$ cat config.mk
export PLATFORM = sky130hd
export DESIGN_NAME = mprofile_system_register_file_top
export DESIGN_NICKNAME = d
export VERILOG_FILES = /design/src/rtl/msrf_pkg.sv /design/src/rtl/msrf_store.sv /design/src/rtl/msrf_exec.sv /design/src/rtl/mprofile_system_register_file_top.sv
export SDC_FILE = /design/constraint.sdc
export NUM_CORES = 2
export LEC_CHECK = 0
export ABC_AREA = 1
export BUFFER_PORTS_ARGS = -buffer_cell sky130_fd_sc_hd__clkbuf_2
export CAP_MARGIN = 20
export CORE_MARGIN = 4
export CORE_UTILIZATION = 56
export DETAILED_ROUTE_END_ITERATION = 16
export PLACE_DENSITY_LB_ADDON = 0.25
export SLEW_MARGIN = 20
export SYNTH_ARGS = -nofsm -noshare
export SYNTH_HDL_FRONTEND = slang
export SYNTH_HIERARCHICAL = 1
export SYNTH_SLANG_ARGS = --single-unit
$ cat constraint.sdc
create_clock -name clk -period 4.3 [get_ports clk]
set_input_delay 0.215 -clock clk [delete_from_list [all_inputs] [get_ports clk]]
set_output_delay 0.215 -clock clk [all_outputs]
set_load 0.1 [all_outputs]
$ cat src/rtl/msrf_pkg.sv
// Package for the system register file: request and response types, register
// selector and action codes, reset defaults and the write-port structure.
// Used by every module under rtl/.
package msrf_pkg;

	localparam int NUM_STORED = 22;
	localparam int SEL_W      = 5;
	localparam int ACT_W      = 3;
	localparam int CFG_IDX_W  = 1;
	localparam int ALIGN_W    = 5;

	// Action codes.
	localparam logic [ACT_W-1:0] ACT_READ_FX  = 3'd0;
	localparam logic [ACT_W-1:0] ACT_WRITE_FX = 3'd1;
	localparam logic [ACT_W-1:0] ACT_RAW_RD   = 3'd2;
	localparam logic [ACT_W-1:0] ACT_RAW_WR   = 3'd3;
	localparam logic [ACT_W-1:0] ACT_CLEAR    = 3'd4;

	// Register selectors.
	localparam logic [SEL_W-1:0] SEL_XPSR        = 5'd0;
	localparam logic [SEL_W-1:0] SEL_MSP         = 5'd1;
	localparam logic [SEL_W-1:0] SEL_PSP         = 5'd2;
	localparam logic [SEL_W-1:0] SEL_CONTROL     = 5'd3;
	localparam logic [SEL_W-1:0] SEL_BASEPRI     = 5'd5;
	localparam logic [SEL_W-1:0] SEL_CPUID       = 5'd7;
	localparam logic [SEL_W-1:0] SEL_VTOR        = 5'd8;
	localparam logic [SEL_W-1:0] SEL_AIRCR       = 5'd9;
	localparam logic [SEL_W-1:0] SEL_CCR         = 5'd11;
	localparam logic [SEL_W-1:0] SEL_CFSR        = 5'd16;
	localparam logic [SEL_W-1:0] SEL_HFSR        = 5'd17;
	localparam logic [SEL_W-1:0] SEL_DFSR        = 5'd18;
	localparam logic [SEL_W-1:0] SEL_LAST_STORED = 5'd21;
	localparam logic [SEL_W-1:0] SEL_BASEPRI_MAX = 5'd22;
	localparam logic [SEL_W-1:0] SEL_CPSR        = 5'd23;
	localparam logic [SEL_W-1:0] SEL_CPSR_Q      = 5'd24;

	// Configuration register indexes.
	localparam logic [CFG_IDX_W-1:0] CFG_CPUID = 1'b0;
	localparam logic [CFG_IDX_W-1:0] CFG_ALIGN = 1'b1;

	localparam logic [31:0]        XPSR_RESET   = 32'h0100_0000;
	localparam logic [31:0]        AIRCR_RESET  = 32'hFA05_0000;
	localparam logic [31:0]        CCR_RESET    = 32'h0000_0200;
	localparam logic [31:0]        CPSR_FIELDS  = 32'hFE0F_FC00;
	localparam logic [15:0]        AIRCR_WKEY   = 16'h05FA;
	localparam logic [15:0]        AIRCR_RKEY   = 16'hFA05;
	localparam int                 Q_BIT        = 27;
	localparam logic [ALIGN_W-1:0] ALIGN_MIN    = 5'd7;

	typedef struct packed {
		logic [ACT_W-1:0] action;
		logic [SEL_W-1:0] reg_sel;
		logic [31:0]      write_value;
		logic             thumb_state;
		logic [31:0]      current_sp;
	} req_t;

	typedef struct packed {
		logic [31:0] read_value;
		logic        sp_load;
		logic [31:0] sp_value;
		logic        user_mode;
		logic        bad_index;
	} rsp_t;

	typedef struct packed {
		logic             en;
		logic [SEL_W-1:0] addr;
		logic [31:0]      data;
	} store_wr_t;

	typedef struct packed {
		store_wr_t   wr;
		logic        clr;
		logic [31:0] xpsr_nxt;
		logic [31:0] control_nxt;
		rsp_t        rsp;
	} exec_t;

	// Value of a stored entry that has not been written since the last clear.
	function automatic logic [31:0] default_value(input logic [SEL_W-1:0] idx,
		input logic [31:0] cpuid);
		logic [31:0] val;
		unique case (idx)
			SEL_XPSR:  val = XPSR_RESET;
			SEL_CPUID: val = cpuid;
			SEL_AIRCR: val = AIRCR_RESET;
			SEL_CCR:   val = CCR_RESET;
			default:   val = '0;
		endcase
		return val;
	endfunction

endpackage

$ cat src/rtl/msrf_store.sv
// Register store: a 22-entry synchronous memory with a registered read port,
// one write port and per-entry valid bits, so a clear need only reset those.
// Depends on msrf_pkg.
module msrf_store (
	input  logic                      clk,
	input  logic                      arst_n,
	input  logic                      rd_en,
	input  logic [msrf_pkg::SEL_W-1:0] rd_addr,
	output logic [31:0]               rd_data,
	input  msrf_pkg::store_wr_t       wr,
	input  logic                      clr,
	input  logic [31:0]               cpuid
);
	import msrf_pkg::*;

	logic [31:0]           mem [NUM_STORED];
	logic [NUM_STORED-1:0] vld_q;
	logic [31:0]           cpuid_q;
	logic [31:0]           rdat_s1;
	logic                  rvld_s1;
	logic [SEL_W-1:0]      raddr_s1;

	always_ff @(posedge clk) begin
		if (wr.en) begin
			mem[wr.addr] <= wr.data;
		end
		if (rd_en) begin
			rdat_s1  <= mem[rd_addr];
			raddr_s1 <= rd_addr;
		end
	end

	// The CPUID default is captured when the clear happens, not when it is read.
	always_ff @(posedge clk or negedge arst_n) begin
		if (!arst_n) begin
			vld_q   <= '0;
			cpuid_q <= '0;
			rvld_s1 <= 1'b0;
		end else begin
			if (clr) begin
				vld_q   <= '0;
				cpuid_q <= cpuid;
			end else if (wr.en) begin
				vld_q[wr.addr] <= 1'b1;
			end
			if (rd_en) begin
				rvld_s1 <= vld_q[rd_addr];
			end
		end
	end

	assign rd_data = rvld_s1 ? rdat_s1 : default_value(raddr_s1, cpuid_q);

endmodule

$ cat src/rtl/msrf_exec.sv
// Access logic: works out the read data, the store write-back, the new xPSR
// and CONTROL values and the stack exchange for one request.
// Depends on msrf_pkg.
module msrf_exec (
	input  msrf_pkg::req_t               item,
	input  logic [31:0]                  rdat,
	input  logic [31:0]                  xpsr,
	input  logic [31:0]                  control,
	input  logic [msrf_pkg::ALIGN_W-1:0] align,
	output msrf_pkg::exec_t              ex
);
	import msrf_pkg::*;

	logic [ALIGN_W-1:0] align_eff;
	logic [31:0]        vtor_mask;
	logic [31:0]        v;
	logic [SEL_W-1:0]   sel;
	logic               sp_switch;

	assign v         = item.write_value;
	assign sel       = item.reg_sel;
	assign align_eff = (align < ALIGN_MIN) ? ALIGN_MIN : align;
	assign vtor_mask = ~((32'd1 << align_eff) - 32'd1);
	assign sp_switch = (xpsr[8:0] == 9'd0) && (control[1] != v[1]);

	always_comb begin
		ex             = '0;
		ex.xpsr_nxt    = xpsr;
		ex.control_nxt = control;
		ex.wr.addr     = sel;
		ex.wr.data     = v;
		unique case (item.action)
			ACT_READ_FX: begin
				if (sel > SEL_CPSR_Q) begin
					ex.rsp.bad_index = 1'b1;
				end else if (sel == SEL_XPSR) begin
					ex.rsp.read_value = {xpsr[31:25], item.thumb_state, xpsr[23:0]};
				end else if (sel == SEL_CONTROL) begin
					ex.rsp.read_value = control;
				end else if (sel == SEL_CPSR) begin
					ex.rsp.read_value = (xpsr & CPSR_FIELDS) |
						{26'd0, item.thumb_state, 5'd0};
				end else if (sel == SEL_CPSR_Q) begin
					ex.rsp.read_value = '0;
				end else begin
					// BASEPRI_MAX was read from the BASEPRI entry.
					ex.rsp.read_value = rdat;
				end
			end
			ACT_WRITE_FX: begin
				unique case (sel)
					SEL_XPSR: ex.xpsr_nxt = v;
					SEL_CONTROL: begin
						ex.control_nxt = v;
						if (sp_switch) begin
							// Save the live SP to the old stack; the new one was read.
							ex.wr.en        = 1'b1;
							ex.wr.addr      = control[1] ? SEL_PSP : SEL_MSP;
							ex.wr.data      = item.current_sp;
							ex.rsp.sp_load  = 1'b1;
							ex.rsp.sp_value = rdat;
						end
					end
					SEL_CPUID: ;
					SEL_VTOR: begin
						ex.wr.en   = 1'b1;
						ex.wr.data = v & vtor_mask;
					end
					SEL_AIRCR: begin
						ex.wr.en   = (v[31:16] == AIRCR_WKEY);
						ex.wr.data = {AIRCR_RKEY, v[15:0]};
					end
					SEL_CFSR, SEL_HFSR, SEL_DFSR: begin
						ex.wr.en   = 1'b1;
						ex.wr.data = rdat & ~v;
					end
					SEL_BASEPRI_MAX: begin
						ex.wr.addr = SEL_BASEPRI;
						ex.wr.en   = (v != 32'd0) && ((rdat == 32'd0) || (v < rdat));
					end
					SEL_CPSR: ex.xpsr_nxt = (xpsr & ~CPSR_FIELDS) | (v & CPSR_FIELDS);
					SEL_CPSR_Q: ex.xpsr_nxt = xpsr | (v & (32'd1 << Q_BIT));
					default: begin
						if (sel > SEL_CPSR_Q) begin
							ex.rsp.bad_index = 1'b1;
						end else begin
							ex.wr.en = 1'b1;
						end
					end
				endcase
			end
			ACT_RAW_RD: begin
				if (sel > SEL_LAST_STORED) begin
					ex.rsp.bad_index = 1'b1;
				end else if (sel == SEL_XPSR) begin
					ex.rsp.read_value = xpsr;
				end else if (sel == SEL_CONTROL) begin
					ex.rsp.read_value = control;
				end else begin
					ex.rsp.read_value = rdat;
				end
			end
			ACT_RAW_WR: begin
				if (sel > SEL_LAST_STORED) begin
					ex.rsp.bad_index = 1'b1;
				end else if (sel == SEL_XPSR) begin
					ex.xpsr_nxt = v;
				end else if (sel == SEL_CONTROL) begin
					ex.control_nxt = v;
				end else begin
					ex.wr.en = 1'b1;
				end
			end
			ACT_CLEAR: begin
				ex.clr         = 1'b1;
				ex.xpsr_nxt    = XPSR_RESET;
				ex.control_nxt = '0;
			end
			default: ;
		endcase
		ex.rsp.user_mode = (ex.xpsr_nxt[8:0] == 9'd0) && ex.control_nxt[0];
	end

endmodule

$ cat src/rtl/mprofile_system_register_file_top.sv
// Top level of the system register file: request channel, response register,
// configuration registers, xPSR and CONTROL, and the two-state sequencer.
// Depends on msrf_pkg, msrf_store and msrf_exec.
//
// Usage
// A request (action, selector, write data, Thumb state, live SP) is taken on
// the req channel when req_valid is high and req_stall low. Every request
// gives exactly one response on the rsp channel, in order.
// In the cycle of acceptance the store entry that a request needs is addressed;
// then, in the EXEC state, the registered read data is modified, written back
// and the response is loaded into the output register. The single store port
// and its registered read mean that no new request is taken while one is in
// its EXEC state. If the receiver stalls with a response still held, the next
// request is still accepted and waits in EXEC until the output register frees
// up. The user writes configuration through cfg_we/cfg_index/cfg_data only
// while no request is in flight; the block itself does not enforce this. Reset
// loads the documented defaults, with CPUID zero; a clear request reloads them
// with CPUID from the configured CPUID word (cfg_index CFG_CPUID).
module mprofile_system_register_file_top (
	input  logic                          clk,
	input  logic                          arst_n,
	input  logic                          req_valid,
	output logic                          req_stall,
	input  msrf_pkg::req_t                req,
	output logic                          rsp_valid,
	input  logic                          rsp_stall,
	output msrf_pkg::rsp_t                rsp,
	input  logic                          cfg_we,
	input  logic [msrf_pkg::CFG_IDX_W-1:0] cfg_index,
	input  logic [31:0]                   cfg_data
);
	import msrf_pkg::*;

	localparam logic ST_IDLE = 1'b0;
	localparam logic ST_EXEC = 1'b1;

	logic               state_q;
	req_t               item_q;
	logic [31:0]        xpsr_q;
	logic [31:0]        control_q;
	logic [31:0]        cpuid_cfg_q;
	logic [ALIGN_W-1:0] align_q;
	logic               rsp_valid_q;
	rsp_t               rsp_q;

	logic               accept;
	logic               done;
	logic [SEL_W-1:0]   rd_addr;
	logic [31:0]        rdat;
	exec_t              ex;
	store_wr_t          st_wr;

	assign req_stall = (state_q == ST_EXEC);
	assign accept    = req_valid && !req_stall;
	assign done      = (state_q == ST_EXEC) && (!rsp_valid_q || !rsp_stall);

	// Pick the entry that the EXEC state will need.
	always_comb begin
		priority if (req.reg_sel == SEL_BASEPRI_MAX) begin
			rd_addr = SEL_BASEPRI;
		end else if (req.action == ACT_WRITE_FX && req.reg_sel == SEL_CONTROL) begin
			rd_addr = req.write_value[1] ? SEL_PSP : SEL_MSP;
		end else if (req.reg_sel <= SEL_LAST_STORED) begin
			rd_addr = req.reg_sel;
		end else begin
			rd_addr = SEL_XPSR;
		end
	end

	always_comb begin
		st_wr    = ex.wr;
		st_wr.en = ex.wr.en && done;
	end

	msrf_store u_store (
		.clk     (clk),
		.arst_n  (arst_n),
		.rd_en   (accept),
		.rd_addr (rd_addr),
		.rd_data (rdat),
		.wr      (st_wr),
		.clr     (ex.clr && done),
		.cpuid   (cpuid_cfg_q)
	);

	msrf_exec u_exec (
		.item    (item_q),
		.rdat    (rdat),
		.xpsr    (xpsr_q),
		.control (control_q),
		.align   (align_q),
		.ex      (ex)
	);

	always_ff @(posedge clk) begin
		if (accept) begin
			item_q <= req;
		end
		if (done) begin
			rsp_q <= ex.rsp;
		end
	end

	always_ff @(posedge clk or negedge arst_n) begin
		if (!arst_n) begin
			state_q     <= ST_IDLE;
			xpsr_q      <= XPSR_RESET;
			control_q   <= '0;
			cpuid_cfg_q <= '0;
			align_q     <= ALIGN_MIN;
			rsp_valid_q <= 1'b0;
		end else begin
			if (cfg_we) begin
				unique case (cfg_index)
					CFG_CPUID: cpuid_cfg_q <= cfg_data;
					CFG_ALIGN: align_q     <= cfg_data[ALIGN_W-1:0];
					default: ;
				endcase
			end
			unique case (state_q)
				ST_IDLE: begin
					if (accept) begin
						state_q <= ST_EXEC;
					end
				end
				ST_EXEC: begin
					if (done) begin
						state_q <= ST_IDLE;
					end
				end
				default: state_q <= ST_IDLE;
			endcase
			if (done) begin
				xpsr_q      <= ex.xpsr_nxt;
				control_q   <= ex.control_nxt;
				rsp_valid_q <= 1'b1;
			end else if (!rsp_stall) begin
				rsp_valid_q <= 1'b0;
			end
		end
	end

	assign rsp_valid = rsp_valid_q;
	assign rsp       = rsp_q;

	// The privilege flag always matches the state that the response left behind.
	a_user_mode: assert property (@(posedge clk) disable iff (!arst_n)
		rsp_valid |-> rsp.user_mode == ((xpsr_q[8:0] == 9'd0) && control_q[0]))
		else $error("user_mode does not match xPSR and CONTROL");

	a_accept_exec: assert property (@(posedge clk) disable iff (!arst_n)
		accept |=> (state_q == ST_EXEC) && req_stall)
		else $error("accepted request did not enter its second cycle");

	a_done_rsp: assert property (@(posedge clk) disable iff (!arst_n)
		done |=> rsp_valid && (state_q == ST_IDLE))
		else $error("finished request did not produce a response");

	a_bad_quiet: assert property (@(posedge clk) disable iff (!arst_n)
		rsp_valid && rsp.bad_index |-> (rsp.read_value == 32'd0) && !rsp.sp_load)
		else $error("unmodelled selector returned data or an SP load");

	a_sp_load: assert property (@(posedge clk) disable iff (!arst_n)
		done && ex.rsp.sp_load |-> (item_q.action == ACT_WRITE_FX) &&
			(item_q.reg_sel == SEL_CONTROL) && ex.wr.en)
		else $error("SP load without a CONTROL write saving the old stack");

endmodule

==> flow_summary.html <==
<table>
<tr><th>Metric</th><th>Value</th></tr>
<tr><th colspan="2">Run status</th></tr>
<tr><td>Status</td><td>complete, no violations</td></tr>
<tr><th colspan="2">Route</th></tr>
<tr><td>Initial DRT Pass Iterations</td><td>5</td></tr>
<tr><td>Routed len/inst</td><td>22.7 µm</td></tr>
<tr><td>Post-detailed-route via-to-cell ratio</td><td>5.90</td></tr>
<tr><td>Starting DRT DRC Count</td><td>3689</td></tr>
<tr><td>Total Wirelength</td><td>130000 µm</td></tr>
<tr><td>Via count</td><td>33700</td></tr>
<tr><td>DRC</td><td>0</td></tr>
<tr><td>Residual antenna-violating net count after detailed routing</td><td>0</td></tr>
<tr><th colspan="2">Logic synthesis</th></tr>
<tr><td>Top post-synthesis cells by area</td><td>sky130_fd_sc_hd__edfxtp_1 (58%), sky130_fd_sc_hd__nand2_1 (10%), sky130_fd_sc_hd__dfrtp_1 (8.4%)</td></tr>
<tr><td>Unique masters post-synth</td><td>57</td></tr>
<tr><td>Post-synthesis cell count</td><td>4215</td></tr>
<tr><td>Sequential share of the synthesized area</td><td>0.663</td></tr>
<tr><td>EDFF count, synth</td><td>881</td></tr>
<tr><td>Fraction of synthesized cell area taken by the top area cell type</td><td>0.577</td></tr>
<tr><td>Per-instance average area after synthesis</td><td>10.9 µm²</td></tr>
<tr><td>Area of the mapped netlist</td><td>0.0459 mm²</td></tr>
<tr><td>Async set or reset register ratio after synthesis</td><td>0.152</td></tr>
<tr><td>Synth area leader</td><td>sky130_fd_sc_hd__edfxtp_1</td></tr>
<tr><td>Number of warnings printed during yosys synthesis</td><td>6</td></tr>
<tr><td>Flip-flop and latch count after synthesis</td><td>1039</td></tr>
<tr><td>Primary flip-flop cell chosen by synthesis mapping</td><td>sky130_fd_sc_hd__edfxtp_1</td></tr>
<tr><th colspan="2">GRT</th></tr>
<tr><td>GRT Util Overall</td><td>0.294</td></tr>
<tr><td>Number of global-route vias before repair</td><td>31900</td></tr>
<tr><td>Maximum number of pins on one net before global-route repair</td><td>189</td></tr>
<tr><td>Antenna violations before repair</td><td>1</td></tr>
<tr><td>Total congestion overflow</td><td>0</td></tr>
<tr><td>Global-route wire length before repair</td><td>194000 µm</td></tr>
<tr><th colspan="2">Placement</th></tr>
<tr><td>Placer's final routability congestion estimate</td><td>0.951</td></tr>
<tr><td>IO buf count</td><td>179</td></tr>
<tr><td>Worst setup slack before clock tree synthesis</td><td>0.0565 ns</td></tr>
<tr><td>Detail Placement HPWL</td><td>83800 µm</td></tr>
<tr><th colspan="2">Critical path</th></tr>
<tr><td>WS Path Type</td><td>flop to flop</td></tr>
<tr><td>Stage delay of the slowest cell on the critical path</td><td>0.37 ns</td></tr>
<tr><td>R2R setup slack</td><td>0.17 ns</td></tr>
<tr><td>Count of buffer and inverter cells on the critical path</td><td>10</td></tr>
<tr><td>Cell family with most CP delay</td><td>simple AND/OR/NAND/NOR gates</td></tr>
<tr><td>Startpoint of the worst-slack reg-to-reg timing path</td><td>u_store/raddr_s1[4]</td></tr>
<tr><td>Logic depth of the worst register-to-register path</td><td>31</td></tr>
<tr><td>Category of the worst setup path launch point</td><td>flop</td></tr>
<tr><td>Worst r2r dst</td><td>u_store/mem[4][17]</td></tr>
<tr><td>Critical Path Slowest Stage Cell</td><td>sky130_fd_sc_hd__edfxtp_1</td></tr>
<tr><td>WP data required</td><td>4.68 ns</td></tr>
<tr><td>Critical Path AT</td><td>4.52 ns</td></tr>
<tr><td>Most frequent CP cell</td><td>sky130_fd_sc_hd__nand2_1</td></tr>
<tr><td>Kind of end point of the critical path</td><td>flop</td></tr>
<tr><td>Largest fanout on the critical path</td><td>10</td></tr>
<tr><th colspan="2">Timing</th></tr>
<tr><td>Count of endpoints failing hold in the final timing report</td><td>0</td></tr>
<tr><td>Final setup fails</td><td>0</td></tr>
<tr><td>Transition at the pin with the smallest max-transition slack</td><td>1.10 ns</td></tr>
<tr><td>Relative slew margins</td><td>0.267</td></tr>
<tr><td>Share of the clock period used by the worst path</td><td>0.961</td></tr>
<tr><td>WHS</td><td>0.0613 ns</td></tr>
<tr><td>Maximum frequency from static timing analysis</td><td>0.242 GHz</td></tr>
<tr><td>Clock skew after layout</td><td>0.0319 ns</td></tr>
<tr><td>Fin. max-slew vios</td><td>0</td></tr>
<tr><td>Worst setup margin</td><td>0.167 ns</td></tr>
<tr><td>Time the final worst path needs with I/O delays and setup</td><td>4.13 ns</td></tr>
<tr><th colspan="2">Flow run</th></tr>
<tr><td>Maxcap violations</td><td>0</td></tr>
<tr><th colspan="2">Cells and area</th></tr>
<tr><td>Register Area</td><td>0.0304 mm²</td></tr>
<tr><td>Final-layout fill cell count</td><td>6061</td></tr>
<tr><td>NumNets Final</td><td>4729</td></tr>
<tr><td>Footprint of the multi-input gates</td><td>0.0135 mm²</td></tr>
<tr><td>Final Util</td><td>0.665</td></tr>
<tr><td>Area growth from synthesis to layout</td><td>17.2%</td></tr>
<tr><td>Fraction of final layout cells with drive strength greater than 1</td><td>0.144</td></tr>
<tr><th colspan="2">Die</th></tr>
<tr><td>Rows</td><td>104</td></tr>
<tr><td>Core region area</td><td>0.0808 mm²</td></tr>
<tr><td>Chip Width</td><td>294 µm</td></tr>
<tr><td>Area enclosed by the die boundary</td><td>0.0866 mm²</td></tr>
<tr><td>Top-level I/O count</td><td>180</td></tr>
<tr><td>Die Y</td><td>294 µm</td></tr>
<tr><td>Initial standard-cell utilization of the core</td><td>0.568</td></tr>
<tr><th colspan="2">Clock network</th></tr>
<tr><td>Max Root-Sink Buffers</td><td>3</td></tr>
<tr><td>Count of H-tree levels built during CTS</td><td>3</td></tr>
<tr><td>Clock root buffer master</td><td>sky130_fd_sc_hd__clkbuf_16</td></tr>
<tr><td>TritonCTS clock tree</td><td>yes</td></tr>
<tr><td>Clock latency on the worst-skew pair</td><td>0.69 ns</td></tr>
<tr><td>Clock Pin Slew Worst Setup and Hold Paths</td><td>0.06 ns</td></tr>
<tr><td>Clock buffers created by TritonCTS</td><td>104</td></tr>
<tr><td>Clock sink count</td><td>1039</td></tr>
<tr><th colspan="2">Min path</th></tr>
<tr><td>Classification of the worst-slack hold path</td><td>input port to async pin</td></tr>
<tr><th colspan="2">Power and ir drop</th></tr>
<tr><td>Static leakage</td><td>20.9 nW</td></tr>
<tr><td>Total power draw</td><td>24.3 mW</td></tr>
<tr><td>Worst vdd rail ir drop</td><td>0.373 mV</td></tr>
<tr><td>Power per cell area</td><td>451 mW/mm²</td></tr>
</table>
-- flip-flops by register name (all words and copies together) (netlist names), 22 cells and up --
register         flops
u_store/mem        704
item_q              73
rsp                 67
control_q           32
cpuid_cfg_q         32
u_store/cpuid_q     32
u_store/rdat_s1     32
xpsr_q              32
u_store/vld_q       22
-- metal layers --
layer  up-vias  track usage  wire length (µm)
met1     16200        0.413             51300
met2      1840        0.467             60900
li1      15400            -                 -
met4         2        0.103              5200
met5         -            0                12
met3       305       0.0546             12300
-- what timing repair did --
item	4_1_cts	5_1_grt
hold buffers	108	0
buffers inserted	0	3
gates resized for setup	0	43
endpoints found under the setup margin	0	726
endpoints found under the hold margin	220	0
-- cell usage in the layout (no fill, tap or decap), types with 6 or more instances in the layout --
cell / n
sky130_fd_sc_hd__edfxtp_1: 881
sky130_fd_sc_hd__nor3_1: 22
sky130_fd_sc_hd__clkbuf_16: 109
sky130_fd_sc_hd__o31ai_1: 10
sky130_fd_sc_hd__o31ai_2: 10
sky130_fd_sc_hd__clkbuf_2: 178
sky130_fd_sc_hd__buf_12: 56
sky130_fd_sc_hd__nand4_1: 41
sky130_fd_sc_hd__o32ai_1: 30
sky130_fd_sc_hd__nor4_1: 8
sky130_fd_sc_hd__nand2_2: 12
sky130_fd_sc_hd__o22ai_1: 42
sky130_fd_sc_hd__nor2_4: 29
sky130_fd_sc_hd__o211ai_1: 26
sky130_fd_sc_hd__buf_6: 6
sky130_fd_sc_hd__o21ai_2: 7
sky130_fd_sc_hd__inv_2: 18
sky130_fd_sc_hd__clkbuf_1: 31
sky130_fd_sc_hd__clkinv_2: 19
sky130_fd_sc_hd__inv_1: 242
sky130_fd_sc_hd__clkbuf_8: 6
sky130_fd_sc_hd__nand3_1: 542
sky130_fd_sc_hd__a221oi_1: 11
sky130_fd_sc_hd__dlygate4sd3_1: 108
sky130_fd_sc_hd__nand2_1: 1243
sky130_fd_sc_hd__nor2_2: 10
sky130_fd_sc_hd__o21ai_1: 46
sky130_fd_sc_hd__clkinv_1: 23
sky130_fd_sc_hd__a2bb2oi_1: 32
sky130_fd_sc_hd__dfrtp_1: 153
sky130_fd_sc_hd__o21ai_0: 107
sky130_fd_sc_hd__ha_1: 61
sky130_fd_sc_hd__nor2_1: 167
sky130_fd_sc_hd__buf_4: 124
sky130_fd_sc_hd__a22oi_1: 22
sky130_fd_sc_hd__mux2_2: 7
sky130_fd_sc_hd__a31oi_1: 21
sky130_fd_sc_hd__mux2_4: 20
sky130_fd_sc_hd__a21oi_1: 79
sky130_fd_sc_hd__o221ai_1: 16
-- where the power goes --
group	total, mW	internal [mW]	switching [mW]
Sequential	11.8	11.5	0.270
Combinational	3.84	1.03	2.82
Clock	8.65	4.83	3.82
Total	24.3	17.4	6.91
-- final cells by class --
cell class,instances,share of cell area
inverters,269,0.0193
clock buffers,141,0.0521
clock inverters,55,0.00840
multi-input cells,2664,0.251
repair buffers,477,0.0784
flip-flops and latches,1039,0.566
diodes,1,0.0000465
well taps,1060,0.0247
-- synthesized netlist by cell type (11+ instances only) --
cell and count:
sky130_fd_sc_hd__a21oi_1 81, sky130_fd_sc_hd__a221oi_1 11, sky130_fd_sc_hd__a22oi_1 22, sky130_fd_sc_hd__a2bb2oi_1 32, sky130_fd_sc_hd__a31oi_1 21, sky130_fd_sc_hd__buf_1 17, sky130_fd_sc_hd__buf_2 99, sky130_fd_sc_hd__buf_4 27
sky130_fd_sc_hd__buf_6 25, sky130_fd_sc_hd__clkbuf_1 74, sky130_fd_sc_hd__dfrtp_1 154, sky130_fd_sc_hd__edfxtp_1 881, sky130_fd_sc_hd__ha_1 63, sky130_fd_sc_hd__inv_1 250, sky130_fd_sc_hd__inv_2 16, sky130_fd_sc_hd__mux2_4 20
sky130_fd_sc_hd__nand2_1 1246, sky130_fd_sc_hd__nand3_1 544, sky130_fd_sc_hd__nand4_1 41, sky130_fd_sc_hd__nor2_1 198, sky130_fd_sc_hd__nor3_1 23, sky130_fd_sc_hd__o211ai_1 26, sky130_fd_sc_hd__o21ai_0 123, sky130_fd_sc_hd__o21ai_1 38
sky130_fd_sc_hd__o221ai_1 16, sky130_fd_sc_hd__o22ai_1 42, sky130_fd_sc_hd__o31ai_1 22, sky130_fd_sc_hd__o32ai_1 30
-- worst max path at each step --
stage,end,start,slack (ns),depth (start not counted)
after floorplan,u_store/mem[20][0],u_store/raddr_s1[4],-0.44,27
after global placement,u_store/mem[20][26],u_store/raddr_s1[4],0.01,30
after detailed placement,u_store/mem[20][19],u_store/raddr_s1[4],0.06,30
after CTS,u_store/mem[20][19],u_store/raddr_s1[4],0.03,30
after global routing,u_store/mem[4][14],u_store/raddr_s1[4],-0.05,32
final,u_store/mem[4][17],u_store/raddr_s1[4],0.17,31
-- stage by stage --
stage / std cells / instance area (µm²) / setup TNS, ns
3_5_place_dp: 5391 / 49100 / 0
3_3_place_gp: 5391 / 49100 / 0
4_1_cts: 5695 / 53400 / 0
5_1_grt: 5705 / 53800 / -1.66
2_1_floorplan: 4216 / 45900 / -167.92
6_report: 5706 / 53800 / 0
-- worst register-to-register path: cells and delay by family, from the launching register on --
kind / cells / cell delay [ns]
buf+inv: 10 / 1.20
compound gates: 3 / 0.32
flops: 1 / 0.37
fa+ha+maj: 1 / 0.32
simple gates: 17 / 1.63
-- kinds of logic after synthesis --
family                   after synthesis  share of synthesized area
adder cells (fa/ha/maj)               63                     0.0172
flip-flops                          1039                      0.663
other                                  1                  0.0000817
buffers and inverters                513                     0.0515
AND/OR/NAND/NOR                     2095                      0.194
AO/OA/AOI/OAI                        477                     0.0664
multiplexers                          27                    0.00826
No activity file was read; power rests on OpenSTA's default activity.
